--- config.mk ---
export PLATFORM = sky130hd
export DESIGN_NAME = mf3_out_queue
export DESIGN_NICKNAME = d
export VERILOG_FILES = /design/src/rtl/core/mf3_pkg.sv /design/src/rtl/core/mf3_out_queue.sv
export SDC_FILE = /design/constraint.sdc
export NUM_CORES = 1
export LEC_CHECK = 0
export BUFFER_PORTS_ARGS = -buffer_cell sky130_fd_sc_hd__buf_4
export CAP_MARGIN = 10
export CELL_PAD_IN_SITES_DETAIL_PLACEMENT = 1
export CELL_PAD_IN_SITES_GLOBAL_PLACEMENT = 2
export CORE_ASPECT_RATIO = 0.9
export CORE_MARGIN = 2
export CORE_UTILIZATION = 33
export CTS_CLUSTER_SIZE = 25
export DETAILED_ROUTE_END_ITERATION = 6
export HOLD_SLACK_MARGIN = 0.02
export PLACE_DENSITY_LB_ADDON = 0.1
export RECOVER_POWER = 100
export SETUP_SLACK_MARGIN = 0.2
export SYNTH_ARGS = -nofsm -noshare
export SYNTH_HDL_FRONTEND = slang
export SYNTH_SLANG_ARGS = --single-unit
--- constraint.sdc ---
create_clock -name i_clk -period 6.6 [get_ports i_clk]
set_input_delay 0.66 -clock i_clk [delete_from_list [all_inputs] [get_ports i_clk]]
set_output_delay 0.66 -clock i_clk [all_outputs]
set_load 0.01 [all_outputs]
--- src/rtl/core/mf3_pkg.sv ---
// Package for the 3x3 mean filter: result record, register indexes and constants.
// Shared by mf3_out_queue and mean_filter_3x3_interleaved; depends on nothing.
package mf3_pkg;

    localparam int COL_W     = 13;
    localparam int ROW_W     = 16;
    localparam int CHAN_W    = 2;
    localparam int CHAN_SLOTS = 4;
    localparam int CSUM_W    = 10;
    localparam int SUM_W     = 12;
    localparam int Q_DEPTH   = 8;
    localparam int Q_PTR_W   = 3;
    localparam int Q_CNT_W   = 4;
    localparam int RES_SLOTS = 4;

    localparam logic [SUM_W-1:0] ROUND_BIAS  = 12'd5;
    localparam logic [12:0]      DIV9_RECIP  = 13'd7282;

    localparam logic [1:0] REG_IMAGE_WIDTH   = 2'd0;
    localparam logic [1:0] REG_IMAGE_HEIGHT  = 2'd1;
    localparam logic [1:0] REG_CHANNEL_COUNT = 2'd2;

    typedef struct packed {
        logic [SUM_W-1:0] sum;
        logic             row_end;
        logic             frame_end;
        logic             last;
    } t_res;

    // floor((sum + 5) / 9) by a reciprocal; exact for sums up to 9 * 255.
    function automatic logic [7:0] mean_of(input logic [SUM_W-1:0] sum);
        logic [24:0] prod;
        prod = 25'(sum + ROUND_BIAS) * 25'(DIV9_RECIP);
        return prod[23:16];
    endfunction

endpackage

--- src/rtl/core/mf3_out_queue.sv ---
// Result queue and output register of the 3x3 mean filter.
// Takes up to four results per cycle and hands out one per transaction; uses mf3_pkg.
module mf3_out_queue (
    input  logic                                      i_clk,
    input  logic                                      i_rst_n,
    input  logic [mf3_pkg::RES_SLOTS-1:0]             i_push,
    input  mf3_pkg::t_res [mf3_pkg::RES_SLOTS-1:0]    i_push_data,
    output logic [mf3_pkg::Q_CNT_W-1:0]               o_count,
    output logic                                      o_out_valid,
    input  logic                                      i_out_ready,
    output logic [7:0]                                o_mean_value,
    output logic                                      o_row_end,
    output logic                                      o_frame_end,
    output logic                                      o_last
);
    import mf3_pkg::*;

    t_res                 r_queue [Q_DEPTH];
    logic [Q_PTR_W-1:0]   r_wptr;
    logic [Q_PTR_W-1:0]   r_rptr;
    logic [Q_CNT_W-1:0]   r_count;
    logic                 r_out_valid;
    logic [7:0]           r_mean;
    logic                 r_row_end;
    logic                 r_frame_end;
    logic                 r_last;

    logic [Q_PTR_W-1:0]   offs [RES_SLOTS];
    logic [Q_PTR_W-1:0]   n_push;
    logic                 pop;
    t_res                 head;

    always_comb begin
        n_push = '0;
        for (int k = 0; k < RES_SLOTS; k++) begin
            offs[k] = n_push;
            n_push  = n_push + Q_PTR_W'(i_push[k]);
        end
        pop  = (r_count != '0) && (!r_out_valid || i_out_ready);
        head = r_queue[r_rptr];
    end

    always_ff @(posedge i_clk) begin
        for (int k = 0; k < RES_SLOTS; k++) begin
            if (i_push[k]) begin
                r_queue[Q_PTR_W'(r_wptr + offs[k])] <= i_push_data[k];
            end
        end
        if (pop) begin
            r_mean      <= mean_of(head.sum);
            r_row_end   <= head.row_end;
            r_frame_end <= head.frame_end;
            r_last      <= head.last;
        end
    end

    always_ff @(posedge i_clk) begin
        if (!i_rst_n) begin
            r_wptr      <= '0;
            r_rptr      <= '0;
            r_count     <= '0;
            r_out_valid <= 1'b0;
        end else begin
            r_wptr  <= Q_PTR_W'(r_wptr + n_push);
            r_rptr  <= Q_PTR_W'(r_rptr + Q_PTR_W'(pop));
            r_count <= Q_CNT_W'(r_count + Q_CNT_W'(n_push) - Q_CNT_W'(pop));
            if (pop) begin
                r_out_valid <= 1'b1;
            end else if (i_out_ready) begin
                r_out_valid <= 1'b0;
            end
        end
    end

    assign o_count      = r_count;
    assign o_out_valid  = r_out_valid;
    assign o_mean_value = r_mean;
    assign o_row_end    = r_row_end;
    assign o_frame_end  = r_frame_end;
    assign o_last       = r_last;

endmodule

# Word level (Yosys, flattened, before mapping)
# Memory sizes are Yosys's and may differ from the RTL's. A register that Yosys moved wholly into a read port is not among the register bits.
# Index checks and enable logic that the tools add are counted.
dict set report totals {
  out_inout_bits 16
  mem_bits_rw 120
  regBits 22
  wordCells 37
  input_bits 67
  memories 1
}
# name depth width rd rd_ports_with_merged_regs wr line_no
set memory_table {}
lappend memory_table {r_queue 8 15 1 1 4 mf3_out_queue.sv:18} ;# t_res r_queue [Q_DEPTH];
dict set report classes {
  n_reduce_logical 5
  add_sub_neg 11
  n_mul 1
  mux 11
}
# operator count
set op_table {}
lappend op_table {{$mul 13x12->23 const B} 1}
lappend op_table {{$add 12x3->13 const B} 1}
lappend op_table {{$mux 1} 10}
lappend op_table {{$add 3x1->3} 3}
lappend op_table {{$add 3x3->3} 2}
lappend op_table {{$add 4x3->4} 1}
lappend op_table {{$reduce_bool 4->1} 1}
lappend op_table {{$sub 4x1->4} 1}
lappend op_table {{$add 2x1->3} 1}
lappend op_table {{$add 3x2->3} 1}
lappend op_table {{$mux 3} 1}
lappend op_table {{$add 1x1->2} 1}
lappend op_table {{$reduce_bool 2->1} 1}
lappend op_table {{$logic_and 1x1->1} 1}
lappend op_table {{$logic_not 1->1} 1}
lappend op_table {{$logic_or 1x1->1} 1}

# Longest topological paths before layout
# Gate-level depths: netlist of the first run.
dict set report logic_depth {
  depth_word 5
  ltp_mapped 29
  ltp_nobuf 27
}

# Least setup slack after synthesis of the first run
# Ideal clock, no wire load.
dict set report synth_path {
  path_type {reg2reg}
  startpoint {register r_rptr[0] (netlist name)}
  endpoint {register r_mean[7] (netlist: o_mean_value[7]), data pin}
  setup_ns 0.263
  path_slack_ns 0.213
  t_arrival_ns 6.124
  synth_period_minus_slack_ns 6.387
  required_time_ns 6.337
  path_stages_with_launch 27
  path_buffers 2
  path_cell_list {dfxtp_1 -> buf_6 -> buf_12 -> mux4_2 -> mux2i_4 -> inv_4 -> ha_1 -> inv_1 -> a22oi_4 -> nor2_1 -> fa_1 -> ha_1 -> inv_1 -> fa_1 -> inv_1 -> fa_1 -> inv_1 -> fa_1 -> inv_1 -> ha_1 -> nand3_1 -> or2_2 -> o22ai_1 -> a221oi_2 -> o21ai_1 -> o41ai_2 -> xnor2_1}
}
# element line_no
set synth_lines {}
lappend synth_lines {{end signal, assigned} mf3_out_queue.sv:50} ;# r_mean <= mean_of(head.sum);
lappend synth_lines {{end, declared} mf3_out_queue.sv:23} ;# logic [7:0] r_mean;

==> summary.md, run 1 <==
| Metric | Value |
|---|---|
| Status | complete, but fails checks |
| Violated checks | max-capacitance violations, max-slew violations |
| # fillers | roughly 4.3k |
| Hold WC Path Type | register to register |
| EDFF count, synth | between 100 and 150 |
| Row cnt | 67 |
| Worst Reg-to-Reg Cells | 26 |
| # clock sinks | about 140 |
| Largest net degree at the start of global routing | 32 |
| Critical Path Source Type | register |
| Type of the worst setup path | register to register |
| Area of the core | roughly 37000 sq um |
| RSZ-0062 raised after global routing | yes |
| Via Count | 10.0k |
| Mapped Area | around 13000 sq um |
| Final Net Count | around 1.6k |
| Final WS setup | 295 ps |
| Commonest non-fill, non-tap cells in the layout | 205 x nand2_1, 183 x o21ai_0, 131 x edfxtp_1 |
| Antenna cells | 0 |
| Hold path depth | 2 |
| R2R Path End | o_mean_value[7] |
| Wire per inst | 24.1 um |
| Hold endpoint | o_out_valid |
| Least-Margin Pin Slew | between 2000 and 3000 ps |
| Final hold violation count | 0 |
| H-Tree Depth | 4 |
| Hold Crit Start | o_out_valid |
| Fmax achieved | about 0.16 GHz |
| DRC | 0 |
| Final wirelength | ~46 mm |
| Place WS | -162 ps |
| Worst Path Required | 6770 ps |
| CTS tree | done |
| Total track usage | approximately a quarter |
| Critical path arrival | 6480 ps |
| Die height | between 150 and 200 um |
| Crit path max fanout | 8 |
| Final Util | about two fifths |
| CTS Buf Count | 17 |
| CTS max path bufs | 2 |
| First-pass GRT wire length | 67.9 mm |
| Yosys warns | 0 |
| Initial core utilization | around a third |
| Vias in the first global route | approximately 10k |
| Reg clk slew, reported paths | 70 ps |
| Clk_lat worst skew | approximately 430 ps |
| CP Capture Type | register |
| Area growth syn-to-layout | 19.6% |
| Yosys cell types | roughly 80 |
| Relative slew slack | -83.9% |
| Root Driver | clkbuf_16 |
| #FFs+latches synth | approximately 140 |
| DR pass1 iterations | 6 |
| Seq/Total Area, Yosys | roughly 33% |
| # setup viols final | 0 |
| Drt first-iter violations | ~740 |
| Post-DP HPWL | between 30 and 40 mm |
| Routability Congestion | just under 0.8 |
| Main flop type after synthesis | edfxtp_1 |
| Max_cap viols | 7 |
| Area of the die | 39600 sq um |
| Mapped Cells | 1328 |
| Drt via density | 5.28 |
| R2r startpoint | r_rptr[0] |
| Setup slack, reg-to-reg | between 200 and 300 ps |
| Initial antenna violation count | 0 |
| Final worst path period share | 95.5% |
| Async SR Flop Fraction | 0% |
| Worst Skew | between 10 and 15 ps |
| Fin. max-slew vios | roughly 210 |
| Die Span X | around 210 um |
| Commonest non-fill, non-tap cell in the layout | nand2_1 |
| Syn_nets | between 1.5k and 2k |
| Grt ovf | 0 |
| Syn_area_per_cell | around 9.4 sq um |
| Port Buf Inserts | 82 |
| Fin crit period | 6310 ps |
| Share of cells above drive strength 1 | between 20% and 30% |
| I/O pin count | just over 80 |
| Routed Antenna Nets | 0 |
[critical path, stage by stage, from the launching register on]
cell	delay, ps
dfxtp_4	410
buf_12	160
buf_12	120
mux4_2	380
nand3_2	100
buf_4	150
a22oi_4	250
nand2_1	190
xnor2_4	200
buf_4	160
ha_1	190
a21o_1	190
ha_4	250
ha_1	270
inv_1	50
fa_1	490
fa_1	550
inv_1	60
ha_4	240
and4_4	200
a221oi_4	290
o22ai_2	130
a221oi_2	250
clkbuf_2	240
o21ai_4	70
o41ai_2	330
xnor2_1	110
[final cells by class]
class                           instances  area, sq um  area share (%)
Clock buffer                           18          429            2.86
Clock inverter                         14          149           0.993
Inverter                               75          287            1.91
Multi-Input combinational cell        996         8080            53.9
Sequential cell                       142         4160            27.7
Tap cell                              483          604            4.03
Timing Repair Buffer                  171         1290            8.59
[worst max-delay path by stage]
stage | from | endpoint | slack [ps] | cells past startpoint
after floorplan | r_rptr[0] | o_mean_value[7] | 210 | 26
after global placement | r_rptr[0] | o_mean_value[7] | -20 | 24
after detailed placement | r_rptr[0] | o_mean_value[7] | -160 | 24
after CTS | r_rptr[0] | o_mean_value[6] | 210 | 28
after global routing | r_rptr[0] | o_mean_value[7] | 60 | 26
final | r_rptr[0] | o_mean_value[7] | 290 | 26
[cells in the mapped netlist, drive strengths merged, types with 10 or more instances]
library cell	number	area (sq um)
mux2i	131	1370
inv	75	284
nand3	10	67.6
and2	14	91.4
nor3	16	101
nand2	206	773
nor2	87	347
clkbuf	74	278
buf	41	224
a21oi	71	370
dfxtp	11	220
xor2	16	148
o21ai	185	930
mux4	32	721
xnor2	35	352
edfxtp	131	3930
ha	83	1040
fa	32	641
[registers in the layout (all words and copies together), names as in the netlist]
signal        count
r_queue         120
o_mean_value      8
o_count           4
r_rptr            3
r_wptr            3
o_frame_end       1
o_last            1
o_out_valid       1
o_row_end         1
[cells by family after synthesis]
kind of cell	Yosys count	share of synthesized area (%)
DFF	142	33.1
adders and majority gates	115	13.4
muxes	170	17.3
buffers and inverters	190	6.27
and+or+nand+nor	368	13.0
xor gates and xnor gates	51	3.98
AOI/OAI and AO/OA	292	12.9
[metrics by stage]
stage | instances | TNS [ps] | hold WS [ps] | instance area, sq um
detailed placement | 1845 | -343 | 499 | 13900
floorplan | 1328 | 0 | 515 | 12500
global placement | 1845 | -19.1 | 495 | 13900
finish | 1899 | 0 | 505 | 15000
CTS | 1886 | 0 | 506 | 14700
global route | 1899 | 0 | 536 | 15000
[repair_timing]
action | 4_1_cts | 5_1_grt
resized for setup | 21 | 59
pin swaps | 5 | 49
gates cloned | 1 | 0
setup buffers | 8 | 13
setup endpoints to repair | 6 | 7
hold buffers | 0 | 0
[per-layer routing]
metal	vias to the layer above	global-route usage [%]	routed length, um
li1	4793	-	-
met1	4920	32.4	21100
met2	259	38.0	21200
met3	62	3.93	2510
met4	0	5.73	996
met5	-	0	0
Power of run 1 is left out: the tool's default activity adds up to more than one toggle a clock period on the data nets, which glitch-free logic cannot reach.
==> run 2: changes to the inputs <==
--- a/config.mk
+++ b/config.mk
@@ -5,15 +5,14 @@
 export SDC_FILE = /design/constraint.sdc
 export NUM_CORES = 1
 export LEC_CHECK = 0
-export BUFFER_PORTS_ARGS = -buffer_cell sky130_fd_sc_hd__buf_4
 export CAP_MARGIN = 10
 export CELL_PAD_IN_SITES_DETAIL_PLACEMENT = 1
 export CELL_PAD_IN_SITES_GLOBAL_PLACEMENT = 2
 export CORE_ASPECT_RATIO = 0.9
-export CORE_MARGIN = 2
 export CORE_UTILIZATION = 33
 export CTS_CLUSTER_SIZE = 25
 export DETAILED_ROUTE_END_ITERATION = 6
+export DONT_BUFFER_PORTS = 1
 export HOLD_SLACK_MARGIN = 0.02
 export PLACE_DENSITY_LB_ADDON = 0.1
 export RECOVER_POWER = 100
==> run 2 against run 1 <==
  * The run still ends with max-capacitance violations, max-slew violations left
  * First-iteration DRC count shrank 21%
  * Via count shrank 3.2%
  * Non-clock buffer count decreased by 68
  * Utilization shrank 1.1 points
  * Clock skew is 4.3 ps lower
  * Count of clock-buffer cells in the layout unchanged
  * Global-route usage increased by 0.70 points
  * Critical path type unchanged
  * Critical endpoint is now o_mean_value[6]
==> summary.md, run 2 (synthesis results as in run 1) <==
| Metric | Value |
|---|---|
| Final hold violation count | 0 |
| Setup slack, reg-to-reg | 320 ps |
| Hold Crit Start | i_rst_n |
| # clock sinks | ~140 |
| Violated checks | max-capacitance violations, max-slew violations |
| Grt ovf | 0 |
| I/O pin count | 83 |
| # fillers | roughly 4.2k |
| DR pass1 iterations | 5 |
| Setup TNS | 0 ps |
| Critical Path Source Type | register |
| Area of the die | roughly 39000 sq um |
| Fin. max-slew vios | about 190 |
| Commonest non-fill, non-tap cells in the layout | 206 x nand2_1, 183 x o21ai_0, 131 x edfxtp_1 |
| Worst Reg-to-Reg Cells | 28 |
| CP max stage delay | 540 ps |
| Wire per inst | approximately 25 um |
| Number of flip-flops under the largest register name | 120 |
| R2r startpoint | r_rptr[0] |
| Hold path depth | 1 |
| Drt via density | about 5.3 |
| CTS max path bufs | 2 |
| First-pass GRT wire length | roughly 68 mm |
| # setup viols final | 0 |
| Die Span X | between 200 and 250 um |
| Reg clk slew, reported paths | 60 ps |
| H-Tree Depth | 4 |
| Fin crit period | between 6000 and 7000 ps |
| Routed Antenna Nets | 0 |
| Antenna cells | 0 |
| Area of the core | between 30000 and 40000 sq um |
| Total track usage | 24.0% |
| CTS hold repair buffers | 0 |
| Crit. Startpoint | r_rptr[0] |
| Slowest-stage cell, CP | fa_1 |
| Drt first-iter violations | roughly 580 |
| Vias in the first global route | between 10k and 15k |
| Area growth syn-to-layout | 15.9% |
| Status | complete, but fails checks |
| Fmax achieved | about 0.16 GHz |
| Row cnt | between 60 and 70 |
| Initial antenna violation count | 0 |
| Share of cells above drive strength 1 | 17.8% |
| Root Driver | clkbuf_16 |
| DRC | 0 |
| CP Capture Type | register |
| CTS Buf Count | 17 |
| Commonest non-fill, non-tap cell in the layout | nand2_1 |
| Worst Skew | ~7.9 ps |
| CTS tree | done |
| Critical path endpoint | o_mean_value[6] |
| Via Count | approximately 10k |
| Post-DP HPWL | between 30 and 40 mm |
| RSZ-0062 raised after global routing | no |
| Crit-path most repeated cell | inv_2 |
| Initial core utilization | roughly a third |
| Final worst path period share | 95.1% |
| Crit path max fanout | 8 |
| Critical path arrival | approximately 6500 ps |
| Clk_lat worst skew | around 440 ps |
| Port Buf Inserts | 0 |
| Worst Path Required | between 6000 and 7000 ps |
| Final wirelength | roughly 46 mm |
| Max_cap viols | 6 |
| Hold WC Path Type | input pin to register |
| Relative slew slack | -23.7% |
| Die height | 187 um |
| Type of the worst setup path | register to register |
| R2R Path End | o_mean_value[6] |
| Final Net Count | roughly 1.5k |
| Routability Congestion | ~0.79 |
| Least-Margin Pin Slew | approximately 1900 ps |
| Largest net degree at the start of global routing | 32 |
-- run 2: metrics by stage --
| step | hold slack (ps) | setup slack [ps] | cell area [sq um] | util [%] | instances |
|---|---|---|---|---|---|
| 6_report | 342 | 323 | 14500 | 39.0 | 1831 |
| 5_1_grt | 325 | 83.6 | 14500 | 39.0 | 1831 |
| 4_1_cts | 318 | 219 | 14400 | 38.6 | 1818 |
| 3_5_place_dp | 576 | -98.7 | 13300 | 35.6 | 1765 |
| 3_3_place_gp | 547 | 55.6 | 13300 | 35.5 | 1764 |
| 2_1_floorplan | 515 | 213 | 12500 | - | 1328 |
-- run 2: timing repair --
item	CTS	global route
endpoints found under the setup margin	6	6
resized for setup	49	22
pin swaps	22	36
buffers inserted	20	13
cloned	1	0
-- run 2: how the worst min path moves through the flow --
stage | endpoint | slack (ps)
2_1_floorplan | o_out_valid | 520
3_3_place_gp | o_out_valid | 550
3_5_place_dp | o_out_valid | 580
4_1_cts | o_count[0] | 320
5_1_grt | o_count[3] | 320
6_report | o_count[3] | 340
-- run 2: cell type report --
type	instances	area, sq um	share of cell area (%)
inverters	75	287	1.97
repair buffers	103	845	5.81
clock buffers	18	429	2.95
multi-input cells	996	8000	55.0
flip-flops and latches	142	4160	28.6
well taps	483	604	4.16
clock inverters	14	215	1.48
-- run 2: per-layer routing --
metal	global-route usage, %	share of wire, %
met5	0	0
met4	4.54	1.0
met3	4.55	5.2
met2	37.3	45
met1	34.8	49
-- run 2: worst max-delay path: cells and delay by family (launching register included) --
family	cells	cell delay [ps]
muxes	1	380
DFF	1	400
and+or+nand+nor	5	860
adders and majority gates	6	2250
xor gates and xnor gates	3	490
AOI/OAI and AO/OA	5	870
buffers and inverters	8	760
Power of run 2 is left out for the same reason.
